[config.mk]
export PLATFORM = sky130hd
export DESIGN_NAME = qcss_ctrl
export DESIGN_NICKNAME = d
export VERILOG_FILES = /design/src/qcss_pkg.sv /design/src/qcss_ctrl.sv
export SDC_FILE = /design/constraint.sdc
export NUM_CORES = 1
export LEC_CHECK = 0
export BUFFER_PORTS_ARGS = -buffer_cell sky130_fd_sc_hd__buf_2
export CORE_AREA = 2 2 39 41
export DETAILED_ROUTE_END_ITERATION = 7
export DIE_AREA = 0 0 41 43
export SLEW_MARGIN = 20
export SYNTH_ARGS = -nofsm -noshare
export SYNTH_HDL_FRONTEND = slang
export SYNTH_SLANG_ARGS = --single-unit
export TNS_END_PERCENT = 30
[constraint.sdc]
create_clock -name clock -period 3.8 [get_ports clock]
set_input_delay 0.57 -clock clock [delete_from_list [all_inputs] [get_ports clock]]
set_output_delay 0.57 -clock clock [all_outputs]
set_load 0.1 [all_outputs]
[src/qcss_pkg.sv]
// Shared widths, register indexes and control structs of the quadratic cost segment splitter.
`default_nettype none
package qcss_pkg;

   localparam int CAP_W        = 24;
   localparam int EXON_W       = 16;
   localparam int MULT_W       = 16;
   localparam int SCALE_W      = 32;
   localparam int COST_W       = 63;
   localparam int CSR_INDEX_W  = 4;
   localparam int CSR_DATA_W   = 32;

   localparam int MAX_SEGMENTS = 64;
   localparam int SEG_CNT_W    = (MAX_SEGMENTS > 1) ? $clog2(MAX_SEGMENTS) : 1;

   // Bound sum is one bit wider than a capacity; the dividend is sum times scale.
   localparam int SUM_W        = CAP_W + 1;
   localparam int DIVIDEND_W   = SUM_W + SCALE_W;
   localparam int DIV_BITS     = 3;
   localparam int DIV_ITERS    = (DIVIDEND_W + DIV_BITS - 1) / DIV_BITS;
   localparam int DIV_REG_W    = DIV_ITERS * DIV_BITS;
   localparam int ITER_W       = $clog2(DIV_ITERS);

   // The quotient is scaled in two halves to keep each multiplier small.
   localparam int QLO_W        = 32;
   localparam int QHI_W        = DIV_REG_W - QLO_W;
   localparam int PLO_W        = QLO_W + MULT_W;
   localparam int PHI_W        = QHI_W + MULT_W;
   localparam int PROD_W       = DIV_REG_W + MULT_W;

   localparam logic [CSR_INDEX_W-1:0] REG_STEP_SIZE  = CSR_INDEX_W'(0);
   localparam logic [CSR_INDEX_W-1:0] REG_COST_SCALE = CSR_INDEX_W'(1);

   localparam logic [COST_W-1:0] COST_MAX = {COST_W{1'b1}};

   typedef struct packed {
      logic load_item;
      logic seg;
      logic mul;
      logic div;
      logic scale;
      logic sat;
      logic emit;
   } qcss_cmd_type;

   typedef struct packed {
      logic item_empty;
      logic div_done;
      logic seg_last;
      logic out_free;
   } qcss_stat_type;

endpackage
`default_nettype wire

[src/qcss_ctrl.sv]
// Controller state machine sequencing the segment loop of the splitter.
`default_nettype none
module qcss_ctrl import qcss_pkg::*; (
   input  logic          clock,
   input  logic          reset,
   input  logic          req_valid,
   output logic          req_ready,
   input  qcss_stat_type stat,
   output qcss_cmd_type  cmd
);

   typedef enum logic [7:0] {
      ST_IDLE  = 8'b00000001,
      ST_CHECK = 8'b00000010,
      ST_SEG   = 8'b00000100,
      ST_MUL   = 8'b00001000,
      ST_DIV   = 8'b00010000,
      ST_SCALE = 8'b00100000,
      ST_SAT   = 8'b01000000,
      ST_EMIT  = 8'b10000000
   } state_type;

   state_type state_ff, state_in;

   always_ff @(posedge clock) begin
      if (reset) begin
         state_ff <= ST_IDLE;
      end else begin
         state_ff <= state_in;
      end
   end

   always_comb begin
      state_in  = state_ff;
      cmd       = '0;
      req_ready = 1'b0;
      case (state_ff)
         ST_IDLE: begin
            req_ready     = 1'b1;
            cmd.load_item = req_valid;
            if (req_valid) begin
               state_in = ST_CHECK;
            end
         end
         ST_CHECK: begin
            state_in = stat.item_empty ? ST_IDLE : ST_SEG;
         end
         ST_SEG: begin
            cmd.seg  = 1'b1;
            state_in = ST_MUL;
         end
         ST_MUL: begin
            cmd.mul  = 1'b1;
            state_in = ST_DIV;
         end
         ST_DIV: begin
            cmd.div = 1'b1;
            if (stat.div_done) begin
               state_in = ST_SCALE;
            end
         end
         ST_SCALE: begin
            cmd.scale = 1'b1;
            state_in  = ST_SAT;
         end
         ST_SAT: begin
            cmd.sat  = 1'b1;
            state_in = ST_EMIT;
         end
         ST_EMIT: begin
            // The saturated cost is held here until the output register frees up.
            if (stat.out_free) begin
               cmd.emit = 1'b1;
               state_in = stat.seg_last ? ST_IDLE : ST_SEG;
            end
         end
         default: begin
            state_in = ST_IDLE;
         end
      endcase
   end

endmodule
`default_nettype wire

==> flow_metrics.py <==
metrics = {
    "floorplanning": {
        "die_area_mm2": 0.00176,
        "pin_count": 15,
        "die_w_um": 41,
        "rows": 14,
        "core_area_mm2": 0.00138,
        "start_util_pct": 36.0,
        "dieHeight_um": 43,
    },
    "setup_path": {
        "startpoint_type": "flip-flop",
        "crit_fanout": 4,
        "rr_endpoint": "state_ff[2]",
        "reg2reg_setup_slack_ns": 2.17,
        "r2r_cells": 5,
        "cp_data_required_time_ns": 3.23,
        "r2r-start": "state_ff[4]",
        "arrival_ns": 1.83,
        "path_cells": "nor4_2 -> nand4b_1 -> inv_1 -> and2_1 -> buf_2",
        "cp-end-kind": "primary output",
        "slowest_delay_ns": 0.42,
        "critical_path_class": "reg2out",
        "worst_path_max_delay_cell": "nor4_2",
    },
    "hold_path": {
        "hold_path_class": "in2reg",
        "hold_path.startpoint": "reset",
        "holdPathEnd": "state_ff[4]",
        "min_path_cells": 2,
    },
    "yosys": {
        "async_flop_share_pct": 0,
        "synthMuxAreaShare_pct": 0,
        "synth-compound-area-share_pct": 15.3,
        "ys_seq_area_share_pct": 32.2,
        "avgSynthCellArea_um2": 8.30,
        "synth_top_family_by_area": "simple AND/OR/NAND/NOR gates",
        "synthXorXnorAreaFrac_pct": 1.76,
        "yosys_warnings": 0,
        "synth_seq_cells": 8,
        "synth_ff_type": "dfxtp_1",
        "yosys.area_share.adder_pct": 0,
        "synth_edf_count": 0,
        "synth_nets": 67,
        "yosysUniqueCellTypes": 29,
        "synthSimpleGateAreaFrac_pct": 46.0,
        "netlist_instances": 60,
        "synth_area_um2": 498,
    },
    "route": {
        "drtIter0Drc": 18,
        "ant_nets": 0,
        "vias": 466,
        "wire_per_inst_um": 11.3,
        "route.detailed.drc": 0,
        "via_per_inst": 5.07,
        "postRouteWirelength_um": 1040,
        "dr.pass1.iters": 4,
    },
    "clock_network": {
        "post_cts_buffers": 0,
        "tritoncts": "done",
        "numCtsBuffers": 3,
        "clockRootBuffer": "clkbuf_4",
        "max-clock-path-buffers": 2,
        "cts_hold_buffers": 0,
        "ctsResizeCount": 0,
        "clock-sinks": 8,
        "path_clk_slew_ns": 0.05,
        "clk_latency_ns": 0.26,
        "h-tree-depth": 1,
    },
    "sta": {
        "final-setup-viol-count": 0,
        "slew_violations": 0,
        "period_share_pct": 63.3,
        "period_needed_ns": 2.40,
        "max_slew_margin_pct": 67.8,
        "hold_viol_final": 0,
        "worst_pin_slew_ns": 0.486,
        "fmax_mhz": 416,
        "rsz0062_at_grt": "no",
        "setup_tns_ns": 0,
        "finClkSkew_ns": 0.0129,
    },
    "grt": {
        "grt_first_pass_wirelength_um": 1810,
        "antenna_found_initial": 0,
        "grt_use_total_pct": 15.8,
        "grt-ovfl-total": 0,
        "first_global_vias": 429,
        "grt_max_degree": 10,
    },
    "power": {
        "fin_total_pwr_w": 0.000310,
        "ir_drop_mv": 0.369,
        "power_density_mw_per_mm2": 512,
        "p_leak_nw": 0.292,
    },
    "outcome": {
        "outcome": "finished, final reports clean",
    },
    "final_layout": {
        "largest_registers": "state_ff (8)",
        "final_common_cell": "buf_2",
        "nFillCells": 144,
        "largest_reg_flops": 8,
        "regMostFlops": "state_ff",
        "n_antenna_cell": 0,
        "area_growth_pct": 21.6,
        "final_cell_mix": "14 x buf_2, 9 x nor2_1, 8 x dfxtp_1",
        "nNetsFinal": 85,
        "drive_gt1_share_pct": 30.3,
    },
    "placement": {
        "place.gp.congestion": 0.778,
        "dpl.hpwl_um": 808,
        "port-buffer-count": 14,
    },
    "flow_run": {
        "maxCapViolations": 0,
    },
}
[cells by family after synthesis]
group           count (synthesis)
flops                           8
simple gates                   35
compound gates                 10
xor+xnor                        1
buf+inv                         6
[worst max path at each step]
| stage | slack [ns] | end | cells after the start | startpoint |
|---|---|---|---|---|
| after global routing | 1.19 | cmd[6] | 5 | state_ff[4] |
| final | 1.40 | cmd[6] | 5 | state_ff[4] |
| after CTS | 1.38 | cmd[6] | 5 | state_ff[4] |
| after global placement | 1.70 | cmd[6] | 5 | state_ff[4] |
| after detailed placement | 1.67 | cmd[6] | 5 | state_ff[4] |
| after floorplan | 0.89 | cmd[6] | 4 | state_ff[4] |
[routing by layer]
metal / global-route usage (%) / vias up / part of all wire [%]
met5: 0 / - / 0
met4: 12.0 / 0 / 1.4
met3: 6.28 / 2 / 5.0
met2: 20.6 / 14 / 45
met1: 19.9 / 202 / 49
li1: - / 248 / -
[through the flow]
step | area (um2) | instances | hold WS (ns) | utilization (%) | setup slack, ns
6_report | 606 | 92 | 0.582 | 43.8 | 1.40
5_1_grt | 606 | 92 | 0.591 | 43.8 | 1.19
4_1_cts | 606 | 92 | 0.574 | 43.8 | 1.38
3_5_place_dp | 583 | 89 | 0.579 | 42.1 | 1.67
3_3_place_gp | 583 | 89 | 0.570 | 42.1 | 1.70
2_1_floorplan | 498 | 60 | 0.529 | - | 0.888
[report_power, final]
part | switching [W] | internal [W]
Clock | 0.0000303 | 0.0000362
Sequential | 0.0000191 | 0.0000913
Combinational | 0.0000973 | 0.0000358
Total | 0.000147 | 0.000163
[cell type report]
cell class | instances | area [um2] | share of cell area, %
Tap cell | 16 | 20.0 | 3.31
Inverter | 5 | 18.8 | 3.10
Clock buffer | 3 | 22.5 | 3.72
Sequential cell | 8 | 160 | 26.4
Multi-Input combinational cell | 46 | 314 | 51.9
Timing Repair Buffer | 14 | 70.1 | 11.6
[synthesized netlist by cell type, types with 2 or more instances]
master	instances	area share, %
and3_1	2	2.5
dfxtp_1	8	32
inv_1	5	3.8
nand2_1	4	3.0
nand3_1	3	3.0
nand4b_1	2	3.5
nor2_1	9	6.8
nor2b_1	3	3.8
nor3_1	2	2.0
nor3b_1	2	3.0
o21ai_0	2	2.0
[worst max-delay path: cells and delay by family, from the launching register on]
kind                   cells  cell delay, ns
buffers and inverters      2            0.52
flip-flops                 1            0.33
AND/OR/NAND/NOR            3            0.75
Power figures use the tool's default switching activity.
